$ cat src/sv/bsf_pkg.sv
package bsf_pkg;

    localparam int unsigned DATA_W         = 8;
    localparam int unsigned PADDR_W        = 3;
    localparam int unsigned PDATA_W        = 32;
    localparam int unsigned LIMIT_W        = DATA_W + 1;
    localparam int unsigned ONES_W         = 3;
    localparam int unsigned IDX_W          = 3;
    localparam int unsigned QUEUE_DEPTH_DEF = 2;

    localparam logic [DATA_W-1:0]  FLAG_PATTERN   = 8'h7E;
    localparam logic [ONES_W-1:0]  STUFF_LIMIT    = 3'd5;
    localparam logic [DATA_W-1:0]  FRAME_LEN_RST  = 8'd4;
    localparam logic [LIMIT_W-1:0] FRAME_LEN_MAX  = 9'd256;
    localparam logic [IDX_W-1:0]   IDX_MSB        = 3'd7;
    localparam logic [IDX_W-1:0]   IDX_LSB        = 3'd0;

    localparam logic REG_FRAME_LEN = 1'b0;

    typedef struct packed {
        logic [DATA_W-1:0] data;
        logic              open_flag;
        logic              close_flag;
    } t_item;

    typedef enum logic [1:0] {
        PH_OPEN,
        PH_DATA,
        PH_STUFF,
        PH_CLOSE
    } t_phase;

endpackage

$ cat src/sv/bsf_front.sv
module bsf_front (
    input  logic                       i_clk,
    input  logic                       i_rst_n,
    input  logic                       i_in_valid,
    input  logic [bsf_pkg::DATA_W-1:0] i_data_byte,
    input  logic                       i_end_of_message,
    input  logic                       i_full,
    input  logic [bsf_pkg::DATA_W-1:0] i_frame_len,
    output logic                       o_push,
    output bsf_pkg::t_item             o_item
);
    import bsf_pkg::*;

    logic [DATA_W-1:0]  r_bytes_in_frame;
    logic [DATA_W-1:0]  n_bytes_in_frame;
    logic [LIMIT_W-1:0] w_limit;
    logic [LIMIT_W-1:0] w_count;
    logic               w_close;

    always_comb begin
        w_limit = (i_frame_len == '0) ? FRAME_LEN_MAX : {1'b0, i_frame_len};
        w_count = {1'b0, r_bytes_in_frame} + LIMIT_W'(1);
        w_close = (w_count >= w_limit) || i_end_of_message;
        o_push  = i_in_valid && !i_full;

        o_item.data       = i_data_byte;
        o_item.open_flag  = (r_bytes_in_frame == '0);
        o_item.close_flag = w_close;

        n_bytes_in_frame = r_bytes_in_frame;
        if (o_push) begin
            n_bytes_in_frame = w_close ? '0 : w_count[DATA_W-1:0];
        end
    end

    always_ff @(posedge i_clk) begin
        if (!i_rst_n) begin
            r_bytes_in_frame <= '0;
        end else begin
            r_bytes_in_frame <= n_bytes_in_frame;
        end
    end

endmodule

$ cat src/sv/bsf_queue.sv
module bsf_queue #(
    parameter int unsigned DEPTH = bsf_pkg::QUEUE_DEPTH_DEF
) (
    input  logic           i_clk,
    input  logic           i_rst_n,
    input  logic           i_push,
    input  bsf_pkg::t_item i_item,
    input  logic           i_pop,
    output logic           o_full,
    output logic           o_valid,
    output bsf_pkg::t_item o_item
);
    import bsf_pkg::*;

    localparam int unsigned PTR_W = (DEPTH > 1) ? $clog2(DEPTH) : 1;
    localparam int unsigned CNT_W = $clog2(DEPTH + 1);
    localparam logic [PTR_W-1:0] PTR_LAST = PTR_W'(DEPTH - 1);
    localparam logic [CNT_W-1:0] CNT_FULL = CNT_W'(DEPTH);

    t_item             r_mem [DEPTH];
    logic [PTR_W-1:0]  r_wr_ptr;
    logic [PTR_W-1:0]  r_rd_ptr;
    logic [CNT_W-1:0]  r_count;
    logic [CNT_W-1:0]  n_count;

    always_comb begin
        o_full  = (r_count == CNT_FULL);
        o_valid = (r_count != '0);
        o_item  = r_mem[r_rd_ptr];
        n_count = r_count;
        if (i_push && !i_pop) begin
            n_count = r_count + CNT_W'(1);
        end else if (!i_push && i_pop) begin
            n_count = r_count - CNT_W'(1);
        end
    end

    always_ff @(posedge i_clk) begin
        if (i_push) begin
            r_mem[r_wr_ptr] <= i_item;
        end
    end

    always_ff @(posedge i_clk) begin
        if (!i_rst_n) begin
            r_wr_ptr <= '0;
            r_rd_ptr <= '0;
            r_count  <= '0;
        end else begin
            r_count <= n_count;
            if (i_push) begin
                r_wr_ptr <= (r_wr_ptr == PTR_LAST) ? '0 : r_wr_ptr + PTR_W'(1);
            end
            if (i_pop) begin
                r_rd_ptr <= (r_rd_ptr == PTR_LAST) ? '0 : r_rd_ptr + PTR_W'(1);
            end
        end
    end

endmodule

$ cat src/sv/bsf_back.sv
module bsf_back (
    input  logic           i_clk,
    input  logic           i_rst_n,
    input  logic           i_q_valid,
    input  bsf_pkg::t_item i_q_item,
    output logic           o_pop,
    input  logic           i_out_stall,
    output logic           o_out_valid,
    output logic           o_line_bit,
    output logic           o_is_flag_bit,
    output logic           o_last_of_run
);
    import bsf_pkg::*;

    t_phase             r_phase;
    t_phase             n_phase;
    logic               r_active;
    logic               n_active;
    logic [IDX_W-1:0]   r_idx;
    logic [IDX_W-1:0]   n_idx;
    logic [ONES_W-1:0]  r_ones;
    logic [ONES_W-1:0]  n_ones;
    logic               r_out_valid;
    logic               r_line_bit;
    logic               r_is_flag_bit;
    logic               r_last_of_run;

    t_phase             w_phase;
    logic [IDX_W-1:0]   w_idx;
    logic [ONES_W-1:0]  w_ones_inc;
    logic               w_advance;
    logic               w_emit;
    logic               w_bit;
    logic               w_flag;
    logic               w_last;
    logic               w_done;

    always_comb begin
        w_advance = !r_out_valid || !i_out_stall;
        w_emit    = w_advance && i_q_valid;

        if (r_active) begin
            w_phase = r_phase;
            w_idx   = r_idx;
        end else begin
            w_phase = i_q_item.open_flag ? PH_OPEN : PH_DATA;
            w_idx   = IDX_MSB;
        end

        n_phase    = w_phase;
        n_idx      = w_idx;
        n_ones     = r_ones;
        w_bit      = 1'b0;
        w_flag     = 1'b0;
        w_done     = 1'b0;
        w_ones_inc = r_ones + ONES_W'(1);

        case (w_phase)
            PH_OPEN: begin
                w_bit  = FLAG_PATTERN[w_idx];
                w_flag = 1'b1;
                n_ones = '0;
                if (w_idx == IDX_LSB) begin
                    n_phase = PH_DATA;
                    n_idx   = IDX_MSB;
                end else begin
                    n_idx = w_idx - IDX_W'(1);
                end
            end
            PH_DATA: begin
                w_bit  = i_q_item.data[w_idx];
                n_ones = w_bit ? w_ones_inc : '0;
                if (w_bit && (w_ones_inc == STUFF_LIMIT)) begin
                    n_phase = PH_STUFF;
                    n_ones  = '0;
                end else if (w_idx != IDX_LSB) begin
                    n_idx = w_idx - IDX_W'(1);
                end else if (i_q_item.close_flag) begin
                    n_phase = PH_CLOSE;
                    n_idx   = IDX_MSB;
                end else begin
                    w_done = 1'b1;
                end
            end
            PH_STUFF: begin
                if (w_idx != IDX_LSB) begin
                    n_phase = PH_DATA;
                    n_idx   = w_idx - IDX_W'(1);
                end else if (i_q_item.close_flag) begin
                    n_phase = PH_CLOSE;
                    n_idx   = IDX_MSB;
                end else begin
                    w_done = 1'b1;
                end
            end
            PH_CLOSE: begin
                w_bit  = FLAG_PATTERN[w_idx];
                w_flag = 1'b1;
                if (w_idx == IDX_LSB) begin
                    w_done = 1'b1;
                end else begin
                    n_idx = w_idx - IDX_W'(1);
                end
            end
            default: begin
                w_done = 1'b1;
            end
        endcase

        w_last   = w_done;
        n_active = !w_done;
        o_pop    = w_emit && w_done;
    end

    always_ff @(posedge i_clk) begin
        if (!i_rst_n) begin
            r_active    <= 1'b0;
            r_phase     <= PH_OPEN;
            r_idx       <= IDX_MSB;
            r_ones      <= '0;
            r_out_valid <= 1'b0;
        end else begin
            if (w_emit) begin
                r_active <= n_active;
                r_phase  <= n_phase;
                r_idx    <= n_idx;
                r_ones   <= n_ones;
            end
            if (w_advance) begin
                r_out_valid <= w_emit;
            end
        end
    end

    always_ff @(posedge i_clk) begin
        if (w_emit) begin
            r_line_bit    <= w_bit;
            r_is_flag_bit <= w_flag;
            r_last_of_run <= w_last;
        end
    end

    assign o_out_valid   = r_out_valid;
    assign o_line_bit    = r_line_bit;
    assign o_is_flag_bit = r_is_flag_bit;
    assign o_last_of_run = r_last_of_run;

endmodule

$ cat src/sv/bit_stuffing_flag_framer.sv
// Serial framer with flag delimiting and zero insertion. Payload bytes enter
// one per transfer and leave as one line bit per output transfer, framed by
// 01111110 at each frame start and end, with a 0 inserted after five payload
// ones. Register 0 (byte address 0) sets the bytes per frame; 0 means 256.
// A byte leaves as its 8 data bits, any inserted 0s and a flag pattern for
// each flag it carries; the bit serialiser sends one bit per cycle unless
// stalled; the input side accepts bytes until the small item queue in front of it is full.
module bit_stuffing_flag_framer #(
    parameter int unsigned QUEUE_DEPTH = bsf_pkg::QUEUE_DEPTH_DEF
) (
    input  logic                        i_clk,
    input  logic                        i_rst_n,
    input  logic                        psel,
    input  logic                        penable,
    input  logic                        pwrite,
    input  logic [bsf_pkg::PADDR_W-1:0] paddr,
    input  logic [bsf_pkg::PDATA_W-1:0] pwdata,
    output logic [bsf_pkg::PDATA_W-1:0] prdata,
    output logic                        pready,
    input  logic                        i_in_valid,
    output logic                        o_in_stall,
    input  logic [bsf_pkg::DATA_W-1:0]  i_data_byte,
    input  logic                        i_end_of_message,
    output logic                        o_out_valid,
    input  logic                        i_out_stall,
    output logic                        o_line_bit,
    output logic                        o_is_flag_bit,
    output logic                        o_last_of_run
);
    import bsf_pkg::*;

    logic [DATA_W-1:0] r_frame_len;
    logic              w_full;
    logic              w_push;
    logic              w_pop;
    logic              w_q_valid;
    t_item             w_push_item;
    t_item             w_q_item;

    assign pready = 1'b1;

    always_comb begin
        prdata = '0;
        if (paddr[PADDR_W-1] == REG_FRAME_LEN) begin
            prdata = {{(PDATA_W-DATA_W){1'b0}}, r_frame_len};
        end
    end

    always_ff @(posedge i_clk) begin
        if (!i_rst_n) begin
            r_frame_len <= FRAME_LEN_RST;
        end else if (psel && penable && pwrite && pready
                     && (paddr[PADDR_W-1] == REG_FRAME_LEN)) begin
            r_frame_len <= pwdata[DATA_W-1:0];
        end
    end

    assign o_in_stall = w_full;

    bsf_front u_front (
        .i_clk            (i_clk),
        .i_rst_n          (i_rst_n),
        .i_in_valid       (i_in_valid),
        .i_data_byte      (i_data_byte),
        .i_end_of_message (i_end_of_message),
        .i_full           (w_full),
        .i_frame_len      (r_frame_len),
        .o_push           (w_push),
        .o_item           (w_push_item)
    );

    bsf_queue #(
        .DEPTH (QUEUE_DEPTH)
    ) u_queue (
        .i_clk   (i_clk),
        .i_rst_n (i_rst_n),
        .i_push  (w_push),
        .i_item  (w_push_item),
        .i_pop   (w_pop),
        .o_full  (w_full),
        .o_valid (w_q_valid),
        .o_item  (w_q_item)
    );

    bsf_back u_back (
        .i_clk         (i_clk),
        .i_rst_n       (i_rst_n),
        .i_q_valid     (w_q_valid),
        .i_q_item      (w_q_item),
        .o_pop         (w_pop),
        .i_out_stall   (i_out_stall),
        .o_out_valid   (o_out_valid),
        .o_line_bit    (o_line_bit),
        .o_is_flag_bit (o_is_flag_bit),
        .o_last_of_run (o_last_of_run)
    );

endmodule
$ cat config.mk
export PLATFORM = sky130hd
export DESIGN_NAME = bit_stuffing_flag_framer
export DESIGN_NICKNAME = d
export VERILOG_FILES = /design/src/sv/bsf_pkg.sv /design/src/sv/bsf_front.sv /design/src/sv/bsf_queue.sv /design/src/sv/bsf_back.sv /design/src/sv/bit_stuffing_flag_framer.sv
export SDC_FILE = /design/constraint.sdc
export NUM_CORES = 1
export LEC_CHECK = 0
export BUFFER_PORTS_ARGS = -buffer_cell sky130_fd_sc_hd__buf_2
export CELL_PAD_IN_SITES_DETAIL_PLACEMENT = 0
export CELL_PAD_IN_SITES_GLOBAL_PLACEMENT = 1
export CORE_ASPECT_RATIO = 0.5
export CORE_MARGIN = 8
export CORE_UTILIZATION = 43
export CTS_CLUSTER_SIZE = 40
export DETAILED_ROUTE_END_ITERATION = 10
export MAX_ROUTING_LAYER = met4
export PLACE_DENSITY_LB_ADDON = 0.1
export RECOVER_POWER = 25
export SLEW_MARGIN = 30
export SYNTH_ARGS = -nofsm -noshare
export SYNTH_HDL_FRONTEND = slang
export SYNTH_HIERARCHICAL = 1
export SYNTH_SLANG_ARGS = --single-unit
$ cat constraint.sdc
create_clock -name i_clk -period 5.4 [get_ports i_clk]
set_input_delay 1.08 -clock i_clk [delete_from_list [all_inputs] [get_ports i_clk]]
set_output_delay 1.08 -clock i_clk [all_outputs]
set_load 0.005 [all_outputs]
==> run summary <==
clock sink count = 54
Area Overhead vs Synth = 7.31%
number of max-cap violations = 1
Routed Wire Length = 7.10 mm
hpwl dp = 5.13 mm
CTS Root Cell = clkbuf_16
hold_sp = r_frame_len[3]
Final #Nets = 449
f_max = 0.301 GHz
Lkg Pwr = 1.51 nW
fin area = 3690 um2
Post-synth EDFFs = 23
Finished Layout Cells = 492
Max clock buf depth = 2
Post-Syn Area = 3440 um2
Final ANT Viol Nets = 0
Starting Density = 0.436
Synth Area in Compound Gates = 0.117
proportion of synthesized area in mux cells = 0.0655
status = finished, violations left
share of cells above drive strength 1 = 0.197
setup ws final = 2.07 ns
endpoints failing hold = 0
GPL Wtd Cong = 0.773
Sum Neg Setup Slack = 0 ns
Cells after DPL = 484
yosys warns = 6
port bufs = 37
hold_buf cts = 0
Place WS = 2.08 ns
commonest non-fill, non-tap cell in the layout = nand2_1
PwrDens = 286 nW/um2
Die Area = 11300 um2
FFs w/ async S/R, synth = 0
IO Pins = 89
Setup crit end kind = register
most frequent cells in the layout = nand2_1 (36), buf_2 (35), dfxtp_1 (31), conb_1 (25), inv_1 (24)
worst hold-check path type = reg -> reg
Synth Flop Type = dfxtp_1
Adder-Cell Fraction of Synth Area = 0.0691
first-pass GRT wire length = 11.7 mm
Seq/Total Area, Yosys = 0.381
Horiz. Die Dim = 142 um
failing checks = capacitance limit, slew limit
Startpoint Class = register
Residual DRC = 0
max_slew headroom = -0.259
critical path arrival = 3.55 ns
VDD IR max = 0.000130 V
XOR/XNOR share of the synthesized area = 0.0255
Routed WL per cell = 14.4 um
initial antenna violation count = 0
gr usage total = 0.131
Slew @ Worst Pin = 1.89 ns
vias in the first global route = 2503
Antenna diodes = 0
Worst Clk Skew = 0.00672 ns
Clock transition at path regs = 0.08 ns
Avg Cell Area, Syn = 9.55 um2
via count = 2499
largest family of logic cells by synthesized area = simple AND/OR/NAND/NOR gates
chip height = 79.2 um
Period minus WS final = 3.33 ns
placed inst area = 3520 um2
Final setup viols = 0
CP max FO = 11
WS Path Type = reg -> reg
Vias/cell = 5.08
# H-tree levels = 2
synth unique cells = 65
Synth Register Bits = 54
core box area = 7890 um2
drt pass-1 iters = 4
pin count of the biggest net entering global routing = 48
CTS tree = built
num rows = 23
post-CTS setup buffers = 0
simple-gate share of the synthesized area = 0.217
unrepaired setup endpoints after global routing = false
Crit path required time = 5.63 ns
1st-iter DRT viols = 178
Pins Over Slew Limit = 48
Tcrit/Tclk final = 0.616
TritonCTS Buffers = 5
cell count after synthesis = 360
fillers = 751
grt ovf = 0
CTS resizes = 0
worst skew pair latency = 0.30 ns
R2R setup slack = 2.07 ns
## state kept, by name (all words and copies together), names as in the netlist, 2 cells and up, named ones only
register,cells
u_queue/r_mem,20
r_frame_len,8
u_front/r_bytes_in_frame,8
u_back/r_idx,3
u_back/r_ones,3
u_back/r_phase,2
u_queue/r_count,2
## cell usage after synthesis, drive strengths merged, types with 9 or more instances
cell type | instances | area, um2
buf | 39 | 299
nand2 | 37 | 141
dfxtp | 31 | 621
inv | 24 | 90.1
edfxtp | 23 | 691
ha | 19 | 238
nand3 | 19 | 95.1
nor2b | 14 | 87.6
o21ai | 14 | 70.1
a21oi | 13 | 65.1
mux2 | 12 | 135
and2b | 9 | 78.8
clkbuf | 9 | 33.8
mux2i | 9 | 90.1
## stage by stage
stage	power [mW]	hold WS (ns)	utilization
floorplan	0.646	0.449	-
global placement	0.673	0.467	0.446
detailed placement	0.677	0.471	0.446
CTS	1.06	0.483	0.468
global route	1.11	0.531	0.468
finish	1.05	0.484	0.468
## path summary, 6_finish.rpt
check / endpoint / cells after the start
max: u_queue/r_count[1] / 11
min: r_frame_len[3] / 2
max reg2reg: u_queue/r_count[1] / 11
min reg2reg: r_frame_len[3] / 2
## per-layer routing
layer | up-vias | track usage | part of all wire
met2 | 82 | 0.208 | 0.45
met3 | 8 | 0.0293 | 0.049
li1 | 1242 | - | -
met4 | 0 | 0.0515 | 0.012
met1 | 1167 | 0.160 | 0.49
met5 | - | - | 0
## power by group
group | total (mW) | internal (mW) | switching, mW
Clock | 0.386 | 0.223 | 0.163
Combinational | 0.177 | 0.0740 | 0.103
Sequential | 0.492 | 0.461 | 0.0313
Total | 1.05 | 0.758 | 0.297
## layout make-up
class                           instances  area (um2)  area share
Multi-Input combinational cell        257        1790       0.486
Tap cell                              112         140      0.0380
Clock buffer                            5         125      0.0339
Clock inverter                          3        47.5      0.0129
Inverter                               24        90.1      0.0244
Sequential cell                        54        1310       0.355
Timing Repair Buffer                   37         183      0.0495
## cells by family (layout without fill, tap and decap cells)
kind of cell / Yosys count / in the layout
buffers and inverters: 72 / 69
flip-flops: 54 / 54
AO/OA/AOI/OAI: 57 / 57
XOR/XNOR: 10 / 10
adder cells (fa/ha/maj): 19 / 19
other: 2 / 25
multiplexers: 21 / 21
AND/OR/NAND/NOR: 125 / 125
## worst max-delay path: stages, from the launching register on
cell,delay [ns]
dfxtp_1,0.60
mux2_2,0.39
inv_1,0.06
mux2i_1,0.16
ha_1,0.41
nor3_1,0.36
o2bb2ai_1,0.22
and2_1,0.20
inv_1,0.05
ha_1,0.30
or3_1,0.35
a21boi_1,0.14
No activity file was read; power rests on OpenSTA's default activity.
